[src/hw/rtl/sfc_pkg.sv]
// ----------------------------------------------------------------------------
// sfc_pkg
// Shared widths, constants and types for the range-reduced cubic sine pipeline.
// ----------------------------------------------------------------------------
package sfc_pkg;

  localparam int ANGLE_W = 32;
  localparam int SINE_W  = 32;

  localparam int ANGLE_FRAC_BITS_DEF  = 26;
  localparam int RESULT_FRAC_BITS_DEF = 30;

  // pi, unsigned, 60 fraction bits
  localparam logic [63:0] PI_Q60 = 64'h3243F6A8885A308D;

  // reduced angle in [0, pi/2], unsigned with 30 fraction bits
  localparam int X_W = 31;

  // cubic coefficients, unsigned with 30 fraction bits
  localparam int A_W  = 28;
  localparam int B_W  = 25;
  localparam int C_W  = 31;
  localparam int T1_W = 29;

  localparam logic [A_W-1:0] COEF_A = A_W'(139400966);
  localparam logic [B_W-1:0] COEF_B = B_W'(33330682);
  localparam logic [C_W-1:0] COEF_C = C_W'(1077491786);

  localparam logic [30:0] ONE_Q30  = 31'h4000_0000;
  localparam logic [29:0] HALF_Q30 = 30'h2000_0000;

  // beat from range reduction to polynomial stages
  typedef struct packed {
    logic           valid;
    logic           neg;
    logic [X_W-1:0] x;
  } sfc_red_t;

endpackage

[src/hw/rtl/sfc_reduce.sv]
// ----------------------------------------------------------------------------
// sfc_reduce
// Five-stage range reduction: sign fold, modulo 2*pi by reciprocal multiply,
// fold into [0, pi/2] with a sign flag.
// ----------------------------------------------------------------------------
module sfc_reduce import sfc_pkg::*; #(
  parameter int ANGLE_FRAC_BITS = ANGLE_FRAC_BITS_DEF
) (
  input  logic               clk,
  input  logic               rst,
  input  logic               en,
  input  logic               in_valid,
  input  logic [ANGLE_W-1:0] angle,
  output sfc_red_t           red
);

  localparam logic [63:0] HALF_PI_L =
    (PI_Q60 + (64'd1 << (60 - ANGLE_FRAC_BITS))) >> (61 - ANGLE_FRAC_BITS);
  localparam logic [63:0] PI_L =
    (PI_Q60 + (64'd1 << (59 - ANGLE_FRAC_BITS))) >> (60 - ANGLE_FRAC_BITS);
  localparam logic [63:0] TWO_PI_L =
    (PI_Q60 + (64'd1 << (58 - ANGLE_FRAC_BITS))) >> (59 - ANGLE_FRAC_BITS);
  localparam logic [63:0] RECIP_L = (64'd1 << 40) / TWO_PI_L;

  localparam int RECIP_W = $clog2(RECIP_L + 64'd1);
  localparam int P_W     = ANGLE_W + RECIP_W;
  localparam int N_W     = P_W - 40;
  localparam int SHIFT   = 30 - ANGLE_FRAC_BITS;

  localparam logic [31:0]        HALF_PI_A = HALF_PI_L[31:0];
  localparam logic [31:0]        PI_A      = PI_L[31:0];
  localparam logic [31:0]        TWO_PI_A  = TWO_PI_L[31:0];
  localparam logic [RECIP_W-1:0] RECIP     = RECIP_L[RECIP_W-1:0];
  localparam logic [X_W-1:0]     HALF_PI_X = X_W'(HALF_PI_A) << SHIFT;

  logic [4:0] vld;
  logic [3:0] neg;

  logic [31:0]    mag1;
  logic [31:0]    mag2;
  logic [N_W-1:0] n2;
  logic [31:0]    r3;
  logic [31:0]    r4;
  logic           neg5;
  logic [X_W-1:0] x5;

  logic [31:0]      mag_next;
  logic [P_W-1:0]   prod;
  logic [N_W+31:0]  nt;
  logic [31:0]      ra;
  logic [31:0]      r4_next;
  logic             neg4_next;
  logic [31:0]      rb;

  always_comb begin
    // two's complement magnitude, most negative angle gives 2^31 unsigned
    mag_next = angle[ANGLE_W-1] ? (~angle + 32'd1) : angle;
    prod     = P_W'(mag1) * P_W'(RECIP);
    nt       = (N_W+32)'(n2) * (N_W+32)'(TWO_PI_A);
    // reciprocal quotient is floor or floor-1, one correction
    ra       = (r3 >= TWO_PI_A) ? (r3 - TWO_PI_A) : r3;
    if (ra > PI_A) begin
      r4_next   = ra - PI_A;
      neg4_next = ~neg[2];
    end else begin
      r4_next   = ra;
      neg4_next = neg[2];
    end
    rb = (r4 > HALF_PI_A) ? (PI_A - r4) : r4;
  end

  always_ff @(posedge clk) begin
    if (rst) begin
      vld <= '0;
    end else if (en) begin
      vld <= {vld[3:0], in_valid};
    end
  end

  always_ff @(posedge clk) begin
    if (en) begin
      neg[0]    <= angle[ANGLE_W-1];
      mag1      <= mag_next;
      neg[1]    <= neg[0];
      mag2      <= mag1;
      n2        <= prod[P_W-1:40];
      neg[2]    <= neg[1];
      r3        <= mag2 - nt[31:0];
      neg[3]    <= neg4_next;
      r4        <= r4_next;
      neg5      <= neg[3];
      x5        <= X_W'(rb) << SHIFT;
    end
  end

  assign red = '{valid: vld[4], neg: neg5, x: x5};

`ifndef SYNTHESIS
  a_mod_turn: assert property (@(posedge clk) disable iff (rst)
    vld[2] |-> (ra < TWO_PI_A))
    else $error("remainder not below 2*pi after correction");

  a_fold_pi: assert property (@(posedge clk) disable iff (rst)
    vld[3] |-> (r4 <= PI_A))
    else $error("remainder above pi after fold");

  a_fold_half: assert property (@(posedge clk) disable iff (rst)
    vld[4] |-> (red.x <= HALF_PI_X))
    else $error("reduced angle above pi/2");
`endif

endmodule

[config.mk]
export PLATFORM = sky130hd
export DESIGN_NAME = sfc_reduce
export DESIGN_NICKNAME = d
export VERILOG_FILES = /design/src/hw/rtl/sfc_pkg.sv /design/src/hw/rtl/sfc_reduce.sv
export SDC_FILE = /design/constraint.sdc
export NUM_CORES = 1
export LEC_CHECK = 0
export BUFFER_PORTS_ARGS = -buffer_cell sky130_fd_sc_hd__buf_2
export CORE_ASPECT_RATIO = 1.5
export CORE_MARGIN = 1.5
export CORE_UTILIZATION = 36
export DETAILED_ROUTE_END_ITERATION = 10
export SYNTH_ARGS = -nofsm -noshare
export SYNTH_HDL_FRONTEND = slang
export SYNTH_SLANG_ARGS = --single-unit
[constraint.sdc]
create_clock -name clk -period 7.54 [get_ports clk]
set_clock_uncertainty 0.15 [all_clocks]
set_input_delay 0.754 -clock clk [delete_from_list [all_inputs] [get_ports clk]]
set_output_delay 0.754 -clock clk [all_outputs]
set_load 0.1 [all_outputs]
==> results of run 1 <==
## layout make-up
type | count | area [µm²]
Fill cell | 4628 | 28140
Multi-Input combinational cell | 1161 | 10750
Sequential cell | 169 | 5025
Inverter | 276 | 1036
Tap cell | 594 | 743.2
Clock buffer | 17 | 425.4
Timing Repair Buffer | 68 | 356.6
Clock inverter | 15 | 128.9
## logic make-up (layout without fill, tap and decap cells)
group | after synthesis | in the layout | share of synthesized area (%)
buffers and inverters | 311 | 376 | 7.226
and+or+nand+nor | 342 | 342 | 10.30
xor gates and xnor gates | 159 | 159 | 8.198
DFF | 169 | 169 | 29.58
AOI/OAI and AO/OA | 300 | 300 | 11.95
muxes | 9 | 9 | 0.5304
other | 1 | 4 | 0.02208
adders and majority gates | 347 | 347 | 32.19
## sequential cells by signal (all words and copies together), names as in the netlist, 4 cells and up
| signal | flops |
|---|---|
| mag2 | 32 |
| neg | 4 |
| n2 | 4 |
| x5 | 27 |
| vld | 5 |
| r4 | 32 |
| r3 | 32 |
| mag1 | 32 |
## critical path, cell delays in order, from the launching register on
cell	delay [ns]
edfxtp_1	0.60
ha_1	0.34
fa_1	0.41
ha_1	0.34
a21o_1	0.21
a31oi_1	0.25
o21bai_1	0.10
a21oi_1	0.24
o21bai_1	0.09
a21oi_1	0.28
o21ai_0	0.17
a21boi_0	0.25
nand2_1	0.08
a21oi_1	0.22
xnor2_1	0.15
ha_1	0.32
a21o_1	0.21
a21o_1	0.18
a21oi_1	0.19
nand3b_1	0.10
a311oi_1	0.33
o21ai_0	0.23
nand2_1	0.10
a31oi_1	0.11
a21o_1	0.19
a21oi_1	0.16
xnor2_1	0.09
## how the worst max path moves through the flow
stage                from     end  slack, ns  depth (start not counted)
CTS                 n2[1]  r3[31]       1.18                         26
detailed placement  n2[1]  r3[31]       1.22                         26
global route        n2[1]  r3[31]       0.76                         26
floorplan           n2[1]  r3[31]       1.97                         26
finish              n2[1]  r3[31]       1.21                         26
global placement    n2[1]  r3[31]       1.31                         26
## metal layers
metal | vias to the layer above | part of all wire (%) | global-route usage [%] | routed length, µm
li1 | 5707 | - | - | -
met1 | 5456 | 38 | 15.27 | 13100
met2 | 177 | 57 | 30.19 | 19510
met3 | 59 | 2.1 | 1.634 | 712
met4 | 0 | 3.2 | 5.905 | 1113
met5 | - | 0 | 0 | 0
## synth_stat cells (4+ instances only)
cell type	count
buf_4	7
and2_1	8
clkbuf_1	15
ha_1	197
nand2b_1	19
o211ai_1	11
or3_1	15
buf_2	7
xnor2_1	117
mux2i_1	9
a21o_1	35
nor2b_1	11
o21bai_1	5
or4_1	6
a211oi_1	5
nor3_1	26
o21ai_0	62
nand4_1	10
or2_2	7
edfxtp_1	164
o31ai_1	18
a21boi_0	7
nor4_1	8
nand3_1	19
and3_1	11
a211o_1	7
dfxtp_1	5
nor2_1	86
o22ai_1	5
a2111oi_0	4
a21oi_1	67
and4_1	5
o21a_1	14
xor2_1	42
fa_1	150
nand2_1	87
inv_1	276
a31oi_1	11
o221ai_1	4
## per-stage QoR
stage          instances  area (µm²)  worst slack (ns)
2_1_floorplan       1641       17000             1.970
3_3_place_gp        2268       17910             1.312
3_5_place_dp        2268       17910             1.215
4_1_cts             2300       18460             1.183
5_1_grt             2300       18460            0.7634
6_report            2300       18460             1.205
==> flow_summary.toml, run 1 <==
[flow_run]
maxCapViolations = 0

[sta]
max_clock_freq_ghz = 0.1579
timing.final.max_slew_violations = 0
setup_viol = 0
holdWs_ns = 0.2700
grt_setup_unrepaired = "no"
final.min_clock_period_ns = 6.335
tns_ns = 0
finalHoldViolCount = 0
post-route-period-util_pct = 84.02
tightest_slew_ns = 1.011
slew_headroom_pct = 30.85

[placed_design]
gp_congestion = 0.8874
numPortBuffers = 64
place_hpwl_mm = 28.50

[run_status]
outcome = "finished, final reports clean"

[drt]
detailedRoute.firstIterationViolations = 389
total_routed_length_mm = 34.44
count_of_antenna_violating_nets_left_after_detailed_routing = 0
route.vias.total = 11400
vias_per_cell = 4.956
route.detailed.drc = 0
firstDrtPassIters = 6
post_drt_wl_per_cell_um = 14.97

[critical_path]
critPathArrivalTime_ns = 6.36
timing_worst_setup_path_type = "flop to flop"
crit_required_ns = 7.57
peak_fanout_along_the_critical_path = 9
worst_r2r_startpoint = "n2[1]"
timing.reg2reg.setup_slack_ns = 1.21
worst_r2r_path_depth = 26
end_kind = "flop"
regToRegEndpoint = "r3[31]"
critical_path_start_type = "flop"

[clock_tree]
holdBufCountCts = 0
cell_at_the_root_of_the_clock_tree = "clkbuf_16"
cts_tree = "built"
cts_post_setup_buffers_inserted = 0
clock_sinks = 169
clk_transition_reported_paths_ns = 0.07
post_cts.resized_instances = 0
clock_latency_ns = 0.44
tritoncts.num_buffers = 17
clockBufferDepth = 2
cts-htree-levels = 4

[logic_synthesis]
synth_enable_flop_cells = 164
synth_top_area_cell = "edfxtp_1"
synthFlopType = "edfxtp_1"
synth-async-reset-ratio_pct = 0
synthTopCellsByArea = "edfxtp_1, fa_1, ha_1, inv_1, xnor2_1"
synth.yosys.seq_area_share_pct = 29.58
syn-cell-area_um2 = 16990
post_syn_instances = 1638
synth_area_per_cell_um2 = 10.37
synth.distinct_cells = 84
synth_seq_cells = 169
yosysWarnings = 0
synth_top_area_share_pct = 28.99

[layout]
insertedDiodeCount = 0
postLayoutCoreUtil_pct = 39.61
nets = 2076
area_delta_synth_final_pct = 8.677
final_common_cell = "inv_1"
commonest_cells_after_routing_fill_and_taps_aside = "inv_1, ha_1, edfxtp_1"
layout-drive-gt1-share_pct = 7.503

[grt]
grt_use_total_pct = 14.83
grt_pass1_wl_mm = 57.35
via_count_of_the_first_global_routing_pass = 11980
pin_count_of_the_biggest_net_entering_global_routing = 101
antenna_found_initial = 0
congestion_overflow_gr = 0

[hold_path]
hold_path_startpoint = "neg[1]"
worstHoldPathType = "flop to flop"
whs_endpoint = "neg[2]"
whs_path_depth = 0

[floorplanning]
die_x_um = 180.4
io_pins = 69
fp.dieH_um = 269.0
core_region_area_um2 = 46600
num_rows = 97
die-area_um2 = 48520
start_util_pct = 36.45
Power of run 1 is not shown: default switching activity piles up to over one toggle a cycle in this logic, so the estimate is an artifact.
==> run 2, diff against run 1 <==
- ABC_AREA: not set -> 1
- clock period: 7.54 -> 5.4 ns (I/O delays scaled with it)
==> run 2 against run 1 <==
Global-route usage is 6.1 points higher. Setup slack worse by 0.95 ns. Die area is 14% higher. Via count is 39% higher. Maximum frequency is 23% higher. Critical path type unchanged. Critical endpoint is now r3[29]. Largest cell class unchanged.
==> flow_summary.toml, run 2 <==
[grt]
grt_pass1_wl_mm = 87.27
congestion_overflow_gr = 0
grt_use_total_pct = 20.90
pin_count_of_the_biggest_net_entering_global_routing = 171
via_count_of_the_first_global_routing_pass = 16980
antenna_found_initial = 0

[logic_synthesis]
synth.distinct_cells = 58
synth_top_area_share_pct = 25.39
synthFlopType = "edfxtp_1"
ys_top_cells_by_count = "nand2_1, inv_1, ha_1, nor2_1, edfxtp_1"
synth_enable_flop_cells = 164
synth_seq_cells = 169
synth_top_area_cell = "edfxtp_1"
synth_area_per_cell_um2 = 8.104
yosys.cell_count.top_type = "nand2_1"
post_syn_instances = 2393
synth.yosys.seq_area_share_pct = 25.91
synth-async-reset-ratio_pct = 0
synthTopCellsByArea = "edfxtp_1, fa_1, ha_1, nand2_1, inv_1"
yosysWarnings = 0
syn-cell-area_um2 = 19390

[layout]
nets = 2904
final_common_cell = "nand2_1"
commonest_cells_after_routing_fill_and_taps_aside = "nand2_1, inv_1, ha_1"
regArea_um2 = 5025
insertedDiodeCount = 0
n_fill_cell = 5485
multiInputGateArea_um2 = 12530
area_delta_synth_final_pct = 10.83
layout-drive-gt1-share_pct = 9.590
postLayoutCoreUtil_pct = 40.19

[clock_tree]
clock_sinks = 169
tritoncts.num_buffers = 17
clockBufferDepth = 2
clock_latency_ns = 0.48
cell_at_the_root_of_the_clock_tree = "clkbuf_16"
cts-htree-levels = 4
clk_transition_reported_paths_ns = 0.08
holdBufCountCts = 0
cts_tree = "built"

[drt]
firstDrtPassIters = 5
count_of_antenna_violating_nets_left_after_detailed_routing = 0
route.vias.total = 15820
post_drt_wl_per_cell_um = 17.19
total_routed_length_mm = 55.39
route.detailed.drc = 0
detailedRoute.firstIterationViolations = 667
vias_per_cell = 4.909

[floorplanning]
start_util_pct = 36.26
die-area_um2 = 55300
io_pins = 69
num_rows = 104
fp.dieH_um = 287.3
core_region_area_um2 = 53480
die_x_um = 192.5

[placed_design]
gp_congestion = 0.9284
place_hpwl_mm = 46.97
numPortBuffers = 64

[sta]
max_clock_freq_ghz = 0.1943
post-route-period-util_pct = 95.29
tightest_slew_ns = 0.9638
setup_viol = 0
final.min_clock_period_ns = 5.145
finalHoldViolCount = 0
timing.final.max_slew_violations = 0
slew_headroom_pct = 35.75

[critical_path]
critical_path_start_type = "flop"
peak_fanout_along_the_critical_path = 4
crit_required_ns = 5.46
end_kind = "flop"
critPathArrivalTime_ns = 5.21
worst_r2r_startpoint = "n2[3]"
cp-startpoint = "n2[3]"
timing_worst_setup_path_type = "flop to flop"

[flow_run]
maxCapViolations = 0

[hold_path]
hold_path_startpoint = "angle[0]"
worstHoldPathType = "primary input to flop"

[run_status]
outcome = "finished, final reports clean"
run 2: changes by cell type in the layout (fill, tap and decap cells not counted), sizes merged, moves of 34 or more:
cell   previous run  this run
a21oi            69       120
buf              68       132
inv             284       451
nand2            87       596
nand3            19       113
nand4            10        44
nor2             88       216
xnor2           117        28
xor2             42       103
run 2: cell families (layout without fill, tap and decap cells):
kind of cell    Yosys count  count (layout)  share of synthesized area, %
flops                   169             169                         25.91
buf+inv                 473             611                         9.671
other cells               1               4                       0.01934
simple gates           1033            1033                         23.27
compound gates          239             239                         7.019
xor+xnor                131             131                         5.916
fa+ha+maj               347             347                         28.19
run 2: area by class of cell:
type	count	area share (%)
Multi-Input combinational cell	1754	58.28
Clock inverter	12	0.5414
Timing Repair Buffer	132	3.953
Sequential cell	169	23.38
Tap cell	689	4.011
Clock buffer	20	2.032
Inverter	447	7.807
run 2: worst max-delay path: stages (launching register included):
cell,delay (ns)
edfxtp_1,0.45
buf_4,0.17
fa_2,0.53
inv_1,0.07
fa_1,0.47
ha_1,0.33
buf_4,0.15
a21oi_1,0.19
o21a_1,0.16
o21ai_0,0.08
a21oi_2,0.25
xor2_1,0.18
ha_1,0.30
a21oi_1,0.16
inv_1,0.06
a21oi_1,0.18
nor2_1,0.07
a2111oi_1,0.26
o21a_1,0.20
o21ai_0,0.16
a21oi_1,0.21
xor2_1,0.10
run 2: path summary, 6_finish.rpt:
| check | end | slack [ns] | cells after the start |
|---|---|---|---|
| worst min register to register | neg5 | 0.27 | 0 |
| worst max-delay path | r3[29] | 0.25 | 21 |
| worst max register to register | r3[29] | 0.25 | 21 |
| worst min-delay path | mag1[0] | 0.12 | 1 |
run 2: routing by layer:
layer | GRT usage (%) | wire length (µm) | vias to the layer above
li1 | - | - | 7949
met1 | 18.22 | 18280 | 7478
met2 | 44.25 | 33100 | 270
met3 | 1.770 | 886 | 125
met4 | 12.21 | 3128 | 0
met5 | 0 | 0 | -
run 2: per-stage QoR:
step	TNS [ns]	cell area (µm²)	cells	hold WS (ns)	setup WS, ns
floorplan	0	19400	2396	0.2503	0.3751
global placement	0	20870	3185	0.2596	0.08770
detailed placement	-0.04726	20870	3185	0.2581	-0.02545
CTS	0	21430	3217	0.09703	0.06049
global route	-0.04168	21490	3223	0.1128	-0.02270
finish	0	21490	3223	0.1187	0.2545
run 2: repair_timing:
action	in CTS	in global routing
pin swaps	0	0
resized for setup	2	11
setup endpoints to repair	3	6
setup buffers	0	6
Power of run 2 is left out for the same reason.
==> run 3, diff against run 2 <==
- BUFFER_PORTS_ARGS: -buffer_cell sky130_fd_sc_hd__buf_2 -> -buffer_cell sky130_fd_sc_hd__buf_4
- CAP_MARGIN: not set -> 20
- SKIP_CTS_REPAIR_TIMING: not set -> 1
==> run 3 against run 2 <==
Cell count grew 0.47%. Critical endpoint is now n2[0]. Non-clock buffer count grew 15. Register-to-register slack gained 0.04 ns. Highest routed layer unchanged. Core utilization grew 0.56 points. Clock-buffer cell count shrank 3. First-iteration DRC count grew 18%. Global-route usage grew 0.57 points. Hold slack lost 0.013 ns. Die area is the same. Setup slack gained 0.035 ns. Sequential share of layout area shrank 0.32 points.
==> flow_summary.toml, run 3 (synthesis results as in run 2) <==
[layout]
commonest_cells_after_routing_fill_and_taps_aside = "nand2_1, inv_1, ha_1"
insertedDiodeCount = 0
n_fill_cell = 5474
final_common_cell = "nand2_1"
multiInputGateArea_um2 = 12520
layout-drive-gt1-share_pct = 10.12
postLayoutCoreUtil_pct = 40.75
nets = 2919
regArea_um2 = 5025
area_delta_synth_final_pct = 12.37

[grt]
via_count_of_the_first_global_routing_pass = 17220
global_route.usage.met2_pct = 44.63
pin_count_of_the_biggest_net_entering_global_routing = 87
grt_busiest_layer = "met2"
antenna_found_initial = 0
grt_use_total_pct = 21.47
grtUsageMet1_pct = 18.56
grt_met3_use_pct = 1.783
grt_pass1_wl_mm = 89.42
congestion_overflow_gr = 0

[floorplanning]
start_util_pct = 36.26
io_pins = 69
fp.dieH_um = 287.3
die-area_um2 = 55300
die_x_um = 192.5
core_region_area_um2 = 53480
num_rows = 104

[sta]
tightest_slew_ns = 0.8072
max_clock_freq_ghz = 0.1957
slew_headroom_pct = 46.19
post-route-period-util_pct = 94.63
finalHoldViolCount = 0
final.min_clock_period_ns = 5.110
timing.final.max_slew_violations = 0
grt_setup_unrepaired = "no"
setup_viol = 0
tns_ns = 0

[critical_path]
end_kind = "flop"
crit_required_ns = 5.55
timing_worst_setup_path_type = "flop to flop"
critical_path_start_type = "flop"
peak_fanout_along_the_critical_path = 4
critPathArrivalTime_ns = 5.26

[clock_tree]
tritoncts.num_buffers = 17
clockBufferDepth = 2
clk_transition_reported_paths_ns = 0.08
cts_tree = "built"
cell_at_the_root_of_the_clock_tree = "clkbuf_16"
cts-htree-levels = 4
clock_sinks = 169
clock_latency_ns = 0.47

[drt]
firstDrtPassIters = 5
vias_per_cell = 4.909
route.vias.total = 15900
count_of_antenna_violating_nets_left_after_detailed_routing = 0
total_routed_length_mm = 56.50
detailedRoute.firstIterationViolations = 784
route.detailed.drc = 0
post_drt_wl_per_cell_um = 17.45

[run_status]
outcome = "finished, final reports clean"

[hold_path]
worstHoldPathType = "primary input to flop"

[placed_design]
gp_congestion = 0.9696
numPortBuffers = 64
place_hpwl_mm = 48.52

[flow_run]
maxCapViolations = 0
run 3: cell types whose count changed in the layout (fill, tap and decap cells not counted), sizes merged:
cell / delta
clkinv: +2
clkinvlp: -3
buf: +15
inv: +3
bufinv: +1
clkbuf: -3
run 3: worst max-delay path, cell delays in order (launching register included):
cell and delay [ns]:
edfxtp_1 0.51, ha_1 0.34, ha_1 0.34, inv_1 0.07, fa_1 0.49, inv_1 0.06, fa_1 0.50, fa_1 0.49
ha_1 0.32, nand2_1 0.09, nor4_1 0.22, inv_1 0.13, nor4b_1 0.44, buf_4 0.23, nand4_1 0.09, buf_4 0.17
nand3_1 0.08, xor2_1 0.22
run 3: layout make-up:
type,instances,area share (%)
Multi-Input combinational cell,1754,57.46
Sequential cell,169,23.06
Inverter,447,7.699
Timing Repair Buffer,147,5.139
Tap cell,689,3.956
Clock buffer,17,1.952
Clock inverter,15,0.7407
run 3: through the flow:
stage | worst slack, ns | instance area, µm² | std cells | hold slack [ns]
after floorplan | 0.3751 | 19400 | 2396 | 0.2503
after global placement | 0.001736 | 21180 | 3205 | 0.2577
after detailed placement | -0.04281 | 21180 | 3205 | 0.2545
after CTS | -0.08924 | 21770 | 3237 | 0.07477
after global routing | 0.06686 | 21790 | 3238 | 0.09335
final | 0.2897 | 21790 | 3238 | 0.1059
run 3: path summary, 6_finish.rpt:
check | startpoint | end | slack (ns) | depth (start not counted)
min | angle[0] | mag1[0] | 0.11 | 1
max reg2reg | mag1[29] | n2[0] | 0.29 | 17
max | mag1[29] | n2[0] | 0.29 | 17
min reg2reg | neg[3] | neg5 | 0.27 | 0
run 3: routing by layer:
metal / wire length, µm / vias up
li1: - / 7990
met1: 18140 / 7459
met2: 33420 / 301
met3: 911 / 146
met4: 4024 / 0
met5: 0 / -
Power of run 3 is left out for the same reason.
